===== src/rtl/raru_pkg.sv =====
package raru_pkg;

	// Command codes carried on the command field.
	localparam logic [1:0] CMD_REDUCE = 2'd0;
	localparam logic [1:0] CMD_ADD    = 2'd1;
	localparam logic [1:0] CMD_ADDINT = 2'd2;
	localparam logic [1:0] CMD_MUL    = 2'd3;

	typedef enum logic {
		ALU_MUL,
		ALU_DIV
	} alu_op_t;

	typedef struct packed {
		logic    start;
		alu_op_t op;
	} alu_req_t;

	typedef struct packed {
		logic busy;
		logic done;
	} alu_rsp_t;

	// Where the shared gcd routine returns to when it finishes.
	typedef enum logic {
		RET_ADD,
		RET_FINAL
	} gcd_ret_t;

	typedef enum logic [3:0] {
		ST_IDLE,
		ST_NORM,
		ST_GCD_SWAP,
		ST_GCD_LOOP,
		ST_ADD_MUL,
		ST_ADD_U,
		ST_ADD_Q1,
		ST_ADD_M1,
		ST_ADD_Q2,
		ST_ADD_M2,
		ST_INT_MUL,
		ST_MUL_N,
		ST_MUL_D,
		ST_FIN_N,
		ST_FIN_D,
		ST_DONE
	} state_t;

endpackage


===== src/rtl/raru_alu.sv =====
module raru_alu #(
	parameter int WIDTH = 32
) (
	input  logic                     clk,
	input  logic                     arst_n,
	input  raru_pkg::alu_req_t       req,
	input  logic signed [WIDTH-1:0]  opx,
	input  logic signed [WIDTH-1:0]  opy,
	output raru_pkg::alu_rsp_t       rsp,
	output logic signed [WIDTH-1:0]  quo,
	output logic signed [WIDTH-1:0]  rem
);
	import raru_pkg::*;

	localparam int CW = $clog2(WIDTH);

	logic          busy_q;
	logic          done_q;
	logic [CW-1:0] cnt_q;
	alu_op_t       op_q;

	logic [WIDTH-1:0]        r_q;
	logic [WIDTH-1:0]        q_q;
	logic [WIDTH-1:0]        d_q;
	logic                    xneg_q;
	logic                    qneg_q;
	logic                    dz_q;
	logic signed [WIDTH-1:0] x_q;

	logic [WIDTH-1:0] mag_x;
	logic [WIDTH-1:0] mag_y;
	logic [WIDTH:0]   rs;
	logic [WIDTH:0]   diff;
	logic [WIDTH-1:0] r_nx;
	logic [WIDTH-1:0] q_nx;
	logic [WIDTH-1:0] d_nx;

	assign mag_x = opx[WIDTH-1] ? $unsigned(-opx) : $unsigned(opx);
	assign mag_y = opy[WIDTH-1] ? $unsigned(-opy) : $unsigned(opy);

	// One restoring division bit or one shift-and-add multiply bit per cycle.
	always_comb begin
		rs   = {r_q, q_q[WIDTH-1]};
		diff = rs - {1'b0, d_q};
		if (op_q == ALU_DIV) begin
			r_nx = diff[WIDTH] ? rs[WIDTH-1:0] : diff[WIDTH-1:0];
			q_nx = {q_q[WIDTH-2:0], ~diff[WIDTH]};
			d_nx = d_q;
		end else begin
			r_nx = r_q + (q_q[0] ? d_q : '0);
			q_nx = q_q >> 1;
			d_nx = d_q << 1;
		end
	end

	always_ff @(posedge clk or negedge arst_n) begin
		if (!arst_n) begin
			busy_q <= 1'b0;
			done_q <= 1'b0;
			cnt_q  <= '0;
			op_q   <= ALU_MUL;
		end else begin
			done_q <= 1'b0;
			if (req.start) begin
				busy_q <= 1'b1;
				cnt_q  <= CW'(WIDTH - 1);
				op_q   <= req.op;
			end else if (busy_q) begin
				cnt_q <= cnt_q - 1'b1;
				if (cnt_q == '0) begin
					busy_q <= 1'b0;
					done_q <= 1'b1;
				end
			end
		end
	end

	always_ff @(posedge clk) begin
		if (req.start) begin
			r_q    <= '0;
			xneg_q <= opx[WIDTH-1];
			qneg_q <= opx[WIDTH-1] ^ opy[WIDTH-1];
			dz_q   <= (opy == '0);
			x_q    <= opx;
			if (req.op == ALU_DIV) begin
				q_q <= mag_x;
				d_q <= mag_y;
			end else begin
				q_q <= $unsigned(opy);
				d_q <= $unsigned(opx);
			end
		end else if (busy_q) begin
			r_q <= r_nx;
			q_q <= q_nx;
			d_q <= d_nx;
		end
	end

	// Truncating signed results; a zero divisor gives quotient 0 and the dividend back.
	always_comb begin
		if (op_q == ALU_MUL) begin
			quo = $signed(r_q);
		end else if (dz_q) begin
			quo = '0;
		end else if (qneg_q) begin
			quo = $signed(-q_q);
		end else begin
			quo = $signed(q_q);
		end
		if (dz_q) begin
			rem = x_q;
		end else if (xneg_q) begin
			rem = $signed(-r_q);
		end else begin
			rem = $signed(r_q);
		end
	end

	assign rsp.busy = busy_q;
	assign rsp.done = done_q;

endmodule


===== src/rtl/rational_arith_reduce_unit_top.sv =====
// Fraction arithmetic unit. Each input word carries a command and two fractions
// A = a_num/a_den and B = b_num/b_den; the unit reduces A, adds A+B, adds the integer
// b_num to A, or multiplies A*B, then reduces the result by a Euclidean gcd (swap when
// the first operand is smaller, signed remainder loop, divide both parts by the gcd).
// All arithmetic wraps at WIDTH bits; operands are sign-extended or truncated to WIDTH
// and results are sign-extended back to 32 bits. The result denominator keeps the sign
// that the gcd rule leaves, so it may be negative. A zero unreduced denominator sets
// zero_den_error and is replaced by 1 before reduction. All multiplications and
// divisions go through one shared bit-serial unit, and the sequencer tests for a zero
// remainder before each gcd remainder step. The sequencer also takes steps for
// decoding, the zero-denominator check, the gcd swap, the loop exit and the hand-off to
// the output register. A reduce, an add of equal denominators, an integer add or a
// multiply runs one gcd and at most four operations. An add of unequal denominators
// also runs a first gcd on the two denominators and six more operations. A new word
// is taken only while the sequencer is idle, but a finished result sits in an output
// register, so the next word can be accepted while the previous result still waits
// to be taken.
module rational_arith_reduce_unit_top #(
	parameter int WIDTH = 32
) (
	input  logic               clk,
	input  logic               arst_n,
	input  logic               in_valid,
	output logic               in_ready,
	input  logic [1:0]         command,
	input  logic signed [31:0] a_num,
	input  logic signed [31:0] a_den,
	input  logic signed [31:0] b_num,
	input  logic signed [31:0] b_den,
	output logic               out_valid,
	input  logic               out_ready,
	output logic signed [31:0] res_num,
	output logic signed [31:0] res_den,
	output logic               zero_den_error
);
	import raru_pkg::*;

	state_t   state_q, state_d;
	logic     pending_q, pending_d;
	gcd_ret_t gret_q, gret_d;
	logic     err_q, err_d;

	// Operands as taken from the input word.
	logic signed [WIDTH-1:0] an_q, ad_q, bn_q, bd_q;
	logic signed [WIDTH-1:0] an_w, ad_w, bn_w, bd_w;

	// Working registers of the sequencer.
	logic signed [WIDTH-1:0] num_q, num_d;
	logic signed [WIDTH-1:0] den_q, den_d;
	logic signed [WIDTH-1:0] t_q, t_d;
	logic signed [WIDTH-1:0] u_q, u_d;
	logic signed [WIDTH-1:0] w_q, w_d;
	logic signed [WIDTH-1:0] ga_q, ga_d;
	logic signed [WIDTH-1:0] gb_q, gb_d;

	// Output register.
	logic               out_valid_q;
	logic signed [31:0] res_num_q;
	logic signed [31:0] res_den_q;
	logic               res_err_q;
	logic               load_out;

	alu_req_t                alu_req;
	alu_rsp_t                alu_rsp;
	logic signed [WIDTH-1:0] alu_x, alu_y;
	logic signed [WIDTH-1:0] alu_quo, alu_rem;

	assign an_w = WIDTH'(a_num);
	assign ad_w = WIDTH'(a_den);
	assign bn_w = WIDTH'(b_num);
	assign bd_w = WIDTH'(b_den);

	assign in_ready = (state_q == ST_IDLE);

	raru_alu #(
		.WIDTH(WIDTH)
	) u_alu (
		.clk   (clk),
		.arst_n(arst_n),
		.req   (alu_req),
		.opx   (alu_x),
		.opy   (alu_y),
		.rsp   (alu_rsp),
		.quo   (alu_quo),
		.rem   (alu_rem)
	);

	// Each operation state starts the shared unit once (the gcd loop state once per remainder
	// step), then waits for its done pulse and stores the result.
	always_comb begin
		state_d       = state_q;
		pending_d     = pending_q;
		gret_d        = gret_q;
		err_d         = err_q;
		num_d         = num_q;
		den_d         = den_q;
		t_d           = t_q;
		u_d           = u_q;
		w_d           = w_q;
		ga_d          = ga_q;
		gb_d          = gb_q;
		alu_req.start = 1'b0;
		alu_req.op    = ALU_DIV;
		alu_x         = num_q;
		alu_y         = den_q;
		load_out      = 1'b0;

		case (state_q)
			ST_IDLE: begin
				if (in_valid) begin
					case (command)
						CMD_REDUCE: begin
							num_d   = an_w;
							den_d   = ad_w;
							state_d = ST_NORM;
						end
						CMD_ADD: begin
							if (ad_w == bd_w) begin
								num_d   = an_w + bn_w;
								den_d   = ad_w;
								state_d = ST_NORM;
							end else begin
								ga_d    = ad_w;
								gb_d    = bd_w;
								gret_d  = RET_ADD;
								state_d = ST_GCD_SWAP;
							end
						end
						CMD_ADDINT: state_d = ST_INT_MUL;
						CMD_MUL:    state_d = ST_MUL_N;
						default:    state_d = ST_IDLE;
					endcase
				end
			end
			ST_NORM: begin
				ga_d   = num_q;
				gret_d = RET_FINAL;
				if (den_q == '0) begin
					err_d = 1'b1;
					den_d = WIDTH'(1);
					gb_d  = WIDTH'(1);
				end else begin
					err_d = 1'b0;
					gb_d  = den_q;
				end
				state_d = ST_GCD_SWAP;
			end
			ST_GCD_SWAP: begin
				if (ga_q < gb_q) begin
					ga_d = gb_q;
					gb_d = ga_q;
				end
				state_d = ST_GCD_LOOP;
			end
			ST_GCD_LOOP: begin
				alu_x = ga_q;
				alu_y = gb_q;
				if (pending_q) begin
					if (alu_rsp.done) begin
						pending_d = 1'b0;
						ga_d      = gb_q;
						gb_d      = alu_rem;
					end
				end else if (gb_q == '0) begin
					// A zero gcd is replaced by 1 so that the following divides are defined.
					w_d     = (ga_q == '0) ? WIDTH'(1) : ga_q;
					state_d = (gret_q == RET_ADD) ? ST_ADD_MUL : ST_FIN_N;
				end else begin
					alu_req.start = 1'b1;
					pending_d     = 1'b1;
				end
			end
			ST_ADD_MUL: begin
				alu_req.start = !pending_q;
				alu_req.op    = ALU_MUL;
				alu_x         = ad_q;
				alu_y         = bd_q;
				pending_d     = 1'b1;
				if (pending_q && alu_rsp.done) begin
					pending_d = 1'b0;
					t_d       = alu_quo;
					state_d   = ST_ADD_U;
				end
			end
			ST_ADD_U: begin
				alu_req.start = !pending_q;
				alu_x         = t_q;
				alu_y         = w_q;
				pending_d     = 1'b1;
				if (pending_q && alu_rsp.done) begin
					pending_d = 1'b0;
					u_d       = alu_quo;
					state_d   = ST_ADD_Q1;
				end
			end
			ST_ADD_Q1: begin
				alu_req.start = !pending_q;
				alu_x         = u_q;
				alu_y         = ad_q;
				pending_d     = 1'b1;
				if (pending_q && alu_rsp.done) begin
					pending_d = 1'b0;
					t_d       = alu_quo;
					state_d   = ST_ADD_M1;
				end
			end
			ST_ADD_M1: begin
				alu_req.start = !pending_q;
				alu_req.op    = ALU_MUL;
				alu_x         = t_q;
				alu_y         = an_q;
				pending_d     = 1'b1;
				if (pending_q && alu_rsp.done) begin
					pending_d = 1'b0;
					num_d     = alu_quo;
					state_d   = ST_ADD_Q2;
				end
			end
			ST_ADD_Q2: begin
				alu_req.start = !pending_q;
				alu_x         = u_q;
				alu_y         = bd_q;
				pending_d     = 1'b1;
				if (pending_q && alu_rsp.done) begin
					pending_d = 1'b0;
					t_d       = alu_quo;
					state_d   = ST_ADD_M2;
				end
			end
			ST_ADD_M2: begin
				alu_req.start = !pending_q;
				alu_req.op    = ALU_MUL;
				alu_x         = t_q;
				alu_y         = bn_q;
				pending_d     = 1'b1;
				if (pending_q && alu_rsp.done) begin
					pending_d = 1'b0;
					num_d     = num_q + alu_quo;
					den_d     = u_q;
					state_d   = ST_NORM;
				end
			end
			ST_INT_MUL: begin
				alu_req.start = !pending_q;
				alu_req.op    = ALU_MUL;
				alu_x         = bn_q;
				alu_y         = ad_q;
				pending_d     = 1'b1;
				if (pending_q && alu_rsp.done) begin
					pending_d = 1'b0;
					num_d     = alu_quo + an_q;
					den_d     = ad_q;
					state_d   = ST_NORM;
				end
			end
			ST_MUL_N: begin
				alu_req.start = !pending_q;
				alu_req.op    = ALU_MUL;
				alu_x         = an_q;
				alu_y         = bn_q;
				pending_d     = 1'b1;
				if (pending_q && alu_rsp.done) begin
					pending_d = 1'b0;
					num_d     = alu_quo;
					state_d   = ST_MUL_D;
				end
			end
			ST_MUL_D: begin
				alu_req.start = !pending_q;
				alu_req.op    = ALU_MUL;
				alu_x         = ad_q;
				alu_y         = bd_q;
				pending_d     = 1'b1;
				if (pending_q && alu_rsp.done) begin
					pending_d = 1'b0;
					den_d     = alu_quo;
					state_d   = ST_NORM;
				end
			end
			ST_FIN_N: begin
				alu_req.start = !pending_q;
				alu_x         = num_q;
				alu_y         = w_q;
				pending_d     = 1'b1;
				if (pending_q && alu_rsp.done) begin
					pending_d = 1'b0;
					num_d     = alu_quo;
					state_d   = ST_FIN_D;
				end
			end
			ST_FIN_D: begin
				alu_req.start = !pending_q;
				alu_x         = den_q;
				alu_y         = w_q;
				pending_d     = 1'b1;
				if (pending_q && alu_rsp.done) begin
					pending_d = 1'b0;
					den_d     = alu_quo;
					state_d   = ST_DONE;
				end
			end
			ST_DONE: begin
				// Hand the result to the output register as soon as it is free.
				if (!out_valid_q || out_ready) begin
					load_out = 1'b1;
					state_d  = ST_IDLE;
				end
			end
			default: state_d = ST_IDLE;
		endcase
	end

	always_ff @(posedge clk or negedge arst_n) begin
		if (!arst_n) begin
			state_q     <= ST_IDLE;
			pending_q   <= 1'b0;
			out_valid_q <= 1'b0;
		end else begin
			state_q   <= state_d;
			pending_q <= pending_d;
			if (load_out) begin
				out_valid_q <= 1'b1;
			end else if (out_ready) begin
				out_valid_q <= 1'b0;
			end
		end
	end

	always_ff @(posedge clk) begin
		if (in_valid && in_ready) begin
			an_q <= an_w;
			ad_q <= ad_w;
			bn_q <= bn_w;
			bd_q <= bd_w;
		end
		gret_q <= gret_d;
		err_q  <= err_d;
		num_q  <= num_d;
		den_q  <= den_d;
		t_q    <= t_d;
		u_q    <= u_d;
		w_q    <= w_d;
		ga_q   <= ga_d;
		gb_q   <= gb_d;
		if (load_out) begin
			res_num_q <= 32'(num_q);
			res_den_q <= 32'(den_q);
			res_err_q <= err_q;
		end
	end

	assign out_valid      = out_valid_q;
	assign res_num        = res_num_q;
	assign res_den        = res_den_q;
	assign zero_den_error = res_err_q;

`ifndef SYNTHESIS
	// The shared unit is never restarted while an operation is still running.
	assert property (@(posedge clk) disable iff (!arst_n)
		alu_req.start |-> !alu_rsp.busy)
	else $error("shared unit started while busy");

	// A done pulse only ever answers an operation the sequencer is waiting for.
	assert property (@(posedge clk) disable iff (!arst_n)
		alu_rsp.done |-> pending_q)
	else $error("unexpected done from shared unit");

	// While a new word can be taken, no operation may be left running.
	assert property (@(posedge clk) disable iff (!arst_n)
		in_ready |-> (!alu_rsp.busy && !pending_q))
	else $error("input ready while shared unit is active");

	// A forced denominator of one reduces only to plus or minus one.
	assert property (@(posedge clk) disable iff (!arst_n)
		(out_valid && zero_den_error) |-> (res_den == 32'sd1 || res_den == -32'sd1))
	else $error("bad denominator after zero-denominator fix");
`endif

endmodule


===== config.mk =====
export PLATFORM = sky130hd
export DESIGN_NAME = rational_arith_reduce_unit_top
export DESIGN_NICKNAME = d
export VERILOG_FILES = /design/src/rtl/raru_pkg.sv /design/src/rtl/raru_alu.sv /design/src/rtl/rational_arith_reduce_unit_top.sv
export SDC_FILE = /design/constraint.sdc
export NUM_CORES = 2
export LEC_CHECK = 0
export BUFFER_PORTS_ARGS = -buffer_cell sky130_fd_sc_hd__buf_2
export CAP_MARGIN = 20
export CELL_PAD_IN_SITES_DETAIL_PLACEMENT = 1
export CELL_PAD_IN_SITES_GLOBAL_PLACEMENT = 1
export CORE_UTILIZATION = 49
export DETAILED_ROUTE_END_ITERATION = 16
export GPL_TIMING_DRIVEN = 0
export HOLD_SLACK_MARGIN = 0.12
export PLACE_DENSITY_LB_ADDON = 0.1
export SYNTH_ARGS = -nofsm -noshare
export SYNTH_HDL_FRONTEND = slang
export SYNTH_HIERARCHICAL = 1
export SYNTH_SLANG_ARGS = --single-unit
export TNS_END_PERCENT = 10

===== constraint.sdc =====
create_clock -name clk -period 7.5 [get_ports clk]
set_clock_uncertainty 0.2 [all_clocks]
set_input_delay 0.375 -clock clk [delete_from_list [all_inputs] [get_ports clk]]
set_output_delay 0.375 -clock clk [all_outputs]
set_load 0.03 [all_outputs]

**Yosys cells after proc, flatten, opt, wreduce, memory -nomap -nowiden**

Cells that the tools add are included.

- Add/sub/neg operators: 10
- Multipliers: 0
- Div/mod/pow operators: 0
- Magnitude comparators: 1
- Equality and inequality tests: 44
- Shift operators: 0
- Mux-type cells: 90
- Bitwise gates (word level): 3
- Reductions and logical operators: 41

Operator list:

| kind | number |
|---|---|
| 32-bit two-way mux | 40 |
| 32-bit case mux with 4 select lines | 3 |
| 32-bit case mux with 7 select lines | 1 |
| 32-bit case mux with 6 select lines | 1 |
| 32-bit case mux with 5 select lines | 1 |
| 32-bit adder | 4 |
| 32-bit zero test | 4 |
| 32-bit negation | 4 |
| 32-bit case mux with 2 select lines | 2 |
| 4-bit two-way mux | 14 |
| 4-bit case mux with 14 select lines | 1 |
| 2-bit != test, second input constant | 18 |
| 33-bit by 32-bit subtractor with 33-bit output | 1 |
| 32-bit == test | 1 |
| 4-bit == test, second input constant | 8 |
| 32-bit < comparator | 1 |
| 7-bit AND reduction | 3 |
| 1-bit two-way mux | 20 |
| 3-bit OR reduction | 6 |
| 4-bit by 3-bit == test with 1-bit output, second input constant | 4 |
| 4-bit case mux with 4 select lines | 1 |
| 13-bit AND reduction | 1 |
| 11-bit OR reduction | 1 |
| 5-bit two-way mux | 2 |
| 26 further kinds | 47 |

- Bits in registers: 564
- Bits in latches: 0
- RAM bits: 0
- ROM bits: 0
- Bits of input ports: 134
- Memories kept: 0

**Longest topological paths before layout**

- Word-level depth: 7
- Depth in mapped cells: 20
- Depth with buffers taken out: 18

**Cells and area by module**

Netlist, hierarchy kept.

Modules (own cells, without submodules):

| module | instances | cells each | area each (µm²) |
|---|---|---|---|
| rational_arith_reduce_unit_top | 1 | 2150 | 24143.2 |
| raru_alu | 1 | 1592 | 12958.7 |

**Worst setup path before layout**

OpenSTA, ideal clock, no wires.

- Kind: reg-to-reg
- Start: register state_q[0]
- End: register u_alu.d_q[0], enable pin
- Library setup time: 0.389 ns
- Arrival: 5.110 ns
- Setup slack: 1.801 ns
- Stages on the path, launching flop included: 10
- Buffers on the path: 4
- Path through: dfrtp_1 -> clkbuf_1 -> and2_1 -> clkbuf_1 -> o21ai_0 -> a211oi_1 -> clkbuf_1 -> inv_1 -> clkbuf_1 -> nand2_1

RTL lines:

| what | RTL line | text |
|---|---|---|
| start, declared | rational_arith_reduce_unit_top.sv:38 | `state_t state_q, state_d;` |
| start signal, assigned | rational_arith_reduce_unit_top.sv:319 | `state_q <= state_d;` |
| end signal, assigned | raru_alu.sv:87 | `d_q <= mag_y;` |
| end signal, assigned | raru_alu.sv:90 | `d_q <= $unsigned(opx);` |
| end signal, assigned | raru_alu.sv:95 | `d_q <= d_nx;` |
| end, declared | raru_alu.sv:24 | `logic [WIDTH-1:0] d_q;` |

**Worst setup path in the final report**

- Start: register u_alu.q_q[0]
- End: register num_q[31] (data pin)

- Cells in the longest elaborated chain, start to end: 7

RTL lines:

| what | RTL line | text |
|---|---|---|
| start, declared | raru_alu.sv:23 | `logic [WIDTH-1:0] q_q;` |
| start signal, assigned | raru_alu.sv:86 | `q_q <= mag_x;` |
| start signal, assigned | raru_alu.sv:89 | `q_q <= $unsigned(opy);` |
| start signal, assigned | raru_alu.sv:94 | `q_q <= q_nx;` |
| 32-bit negation (*) | raru_alu.sv:106 | `quo = $signed(-q_q);` |
| 32-bit two-way mux (*) | raru_alu.sv:105 | `end else if (qneg_q) begin` |
| 32-bit two-way mux (*) | raru_alu.sv:103 | `end else if (dz_q) begin` |
| 32-bit two-way mux (*) | raru_alu.sv:101 | `if (op_q == ALU_MUL) begin` |
| named net alu_quo[28] | rational_arith_reduce_unit_top.sv:66 | `logic signed [WIDTH-1:0] alu_quo, alu_rem;` |
| 32-bit adder (on tied branches) | rational_arith_reduce_unit_top.sv:251, rational_arith_reduce_unit_top.sv:238 |  |
| 32-bit two-way mux (on tied branches) | rational_arith_reduce_unit_top.sv:249, rational_arith_reduce_unit_top.sv:236 |  |
| 32-bit case mux with 4 select lines (*) | rational_arith_reduce_unit_top.sv:108 | `case (state_q)` |
| named net num_d[31] | rational_arith_reduce_unit_top.sv:48 | `logic signed [WIDTH-1:0] num_q, num_d;` |
| end signal, assigned | rational_arith_reduce_unit_top.sv:338 | `num_q <= num_d;` |
| end, declared | rational_arith_reduce_unit_top.sv:48 |  |

The timed path passes the listed nets; every way through them passes the cells marked *. The select of a mux whose other input is x is not followed.
A chain may end at the register's enable or synchronous reset.

==> key figures <==
Outcome
  – Status: complete, no violations

Logic synthesis
  – Avg Cell Area, Syn: between 9 and 10 sq um
  – Total nets after synthesis: 4,046
  – YS warnings: 6
  – Gate Count Post-Synth: 3,741
  – Mapped Area: 37,100 sq um

Setup path
  – Reg2reg path depth: 19
  – Worst Path Arrival: between 7 and 8 ns
  – Crit path largest cell delay: between 0.9 and 1 ns
  – Reg2reg setup slack: around 0.11 ns
  – CP Data Required Time: 7.65 ns
  – Slowest CP cell: o22ai_1
  – Setup crit end kind: register
  – CP Cell Sequence: inv_1, clkbuf_1, ha_1, nand4_1, or4_1, or3_1, o31ai_1, xor2_1, o22ai_1, ha_1, clkbuf_1, a21oi_1, o21bai_1, a41o_1, a21oi_1, o41ai_2, xnor2_1, a222oi_1, o211ai_1
  – Reg2Reg Launch Point: u_alu/q_q[0]
  – Critical path endpoint: num_q[31]
  – CP Class: reg2reg
  – Critical Path Fanout Max: 10
  – Worst r2r dst: num_q[31]
  – Critical path startpoint: u_alu/q_q[0]
  – CP Launch Type: register

Final layout
  – Nets@finish: 4,473
  – Synth-to-layout area growth: 16.4%
  – Most common cell after layout, fill and taps aside: edfxtp_1
  – Non-Filler Instances: 5,193
  – Post-route cell area: 43,200 sq um
  – Most frequent cells in the layout: edfxtp_1, nand2_1, o21ai_0, clkbuf_1, a21oi_1
  – Core Util, Final: 0.578
  – Layout filler cell count: about 8,400
  – Layout cells sized above 1: 0.104

Drt
  – Iter 0 DRT Violations: roughly 5,700
  – Via density: 7.07
  – Final ANT Viol Nets: 0
  – Total Wirelength: 180,000 um
  – First drt pass iteration count: 11
  – Drc violations: 0
  – Routed vias: 36,732
  – Drt wl/cell: 34.6 um

Floorplanning
  – Die ar.: 76,800 sq um
  – Width of the die: 277 um
  – Core footprint: 74,700 sq um
  – # rows: 100
  – I/O Pins: 201
  – Die height: 277 um
  – Initial Util: 0.497

Place
  – RePlAce Congestion: around 1.1
  – Placed cells: 4,931
  – Placed cell areas: 39,700 sq um
  – Port bufs: 200
  – Estimated wirelength of the detail-placed design: around 140,000 um
  – Pre-CTS WS: 0.203 ns

Timing
  – Final worst setup slack: 0.112 ns
  – Fmax: 135 MHz
  – Setup TNS: 0 ns
  – Final setup fails: 0
  – Period Utilization, post-route: 0.985
  – Rel. slew slack: 0.105
  – Max Slew Vio Count: 0
  – RSZ-0062 raised after global routing: false
  – Min cycle time layout: between 7 and 8 ns
  – Worst-margin pin slew: 1.34 ns
  – Hold Vio Cnt, Final: 0

Run
  – MaxCap Viol Count: 0

Global route
  – Initial antenna violation count: 3
  – Largest net degree at the start of global routing: 60
  – Global Route Usage Sum: 0.458
  – First-pass GRT wire length: between 200,000 and 300,000 um
  – Number of global-route vias before repair: 37,322
  – Total congestion overflow: 0

Min path
  – Worst hold path stage count: 3
  – Hold crit path type: in2reg

Power
  – Lkg Pwr: 0.0161 uW
  – Peak VDD IR: 222 uV
  – Reg power frac: 0.245
  – Clock Power Share: 0.136
  – PwrDens: about 570 nW/um^2
  – Sw frac: 0.526
  – Cell Int Power: 11,600 uW
  – Comb power frac: 0.618
  – Net Sw Power: 12,900 uW

Clock tree
  – Worst-Skew Late Latency: about 0.64 ns
  – CTS tree: done
  – Setup bufs post-CTS: 0
  – CTS Buf Count: between 60 and 70
  – H-tree Lvls: 3
  – Clock buffer depth: 3
  – Clk root buf: clkbuf_16
  – # clock sinks: 563
  – Clock transition at path regs: 0.06 ns
[area by class of cell]
cell class / count / area, sq um / share of cell area
inverter: 138 / 518 / 0.0120
clock inverter: 35 / 293 / 0.00678
buffer: 269 / 1030 / 0.0238
tap: 969 / 1210 / 0.0281
timing repair buffer: 357 / 2700 / 0.0626
multi-input combinational: 2771 / 19100 / 0.442
sequential: 563 / 16500 / 0.382
antenna: 2 / 5.00 / 0.000116
clock buffer: 89 / 1830 / 0.0424
[worst max-delay path, delay by kind of cell, from the launching register on]
family                     cells  cell delay, ns
AOI/OAI and AO/OA              9            2.75
and+or+nand+nor                3            1.30
buffers and inverters          3            1.20
adders and majority gates      2            0.75
DFF                            1            0.62
xor gates and xnor gates       2            0.27
[power groups by stage]
stage | combinational (uW) | sequential (uW) | clock, uW
after floorplan | 9460 | 5450 | 0
after global placement | 13800 | 5960 | 0
after detailed placement | 14300 | 5930 | 0
after CTS | 14500 | 5880 | 3290
after global routing | 15900 | 5980 | 3420
final | 15100 | 6000 | 3330
[sequential cells by signal, indices dropped and copies added (netlist names), 4 cells and up]
| signal | flops |
|---|---|
| w_q | 32 |
| t_q | 32 |
| u_q | 32 |
| an_q | 32 |
| u_alu/q_q | 32 |
| ga_q | 32 |
| bn_q | 32 |
| res_num | 32 |
| den_q | 32 |
| num_q | 32 |
| gb_q | 32 |
| ad_q | 32 |
| u_alu/cnt_q | 5 |
| res_den | 32 |
| u_alu/x_q | 31 |
| u_alu/d_q | 32 |
| state_q | 4 |
| bd_q | 32 |
| u_alu/r_q | 32 |
[repair_timing]
item                                   CTS  global route
gates resized for setup                  0             0
hold buffers                           131             0
endpoints found under the hold margin  271             0
[metrics by stage]
step | hold slack, ns | power, uW
floorplan | -0.121 | 14900
global placement | 0.170 | 19800
detailed placement | 0.166 | 20200
CTS | 0.148 | 23700
global route | 0.199 | 25300
finish | 0.206 | 24500
[routing by layer]
metal	track usage	up-vias	routed length, um
met1	0.539	18015	63400
met3	0.115	709	20300
li1	-	15420	-
met5	0	-	13
met4	0.322	2	14900
met2	0.732	2586	81200
[worst min path at each step]
stage / end / slack (ns) / start
5_1_grt: out_valid / 0.20 / out_ready
4_1_cts: state_q[1] / 0.15 / command[1]
3_5_place_dp: out_valid / 0.17 / arst_n
6_report: out_valid / 0.21 / out_ready
2_1_floorplan: out_valid / -0.12 / arst_n
3_3_place_gp: out_valid / 0.17 / arst_n
No activity file was read; power rests on OpenSTA's default activity.
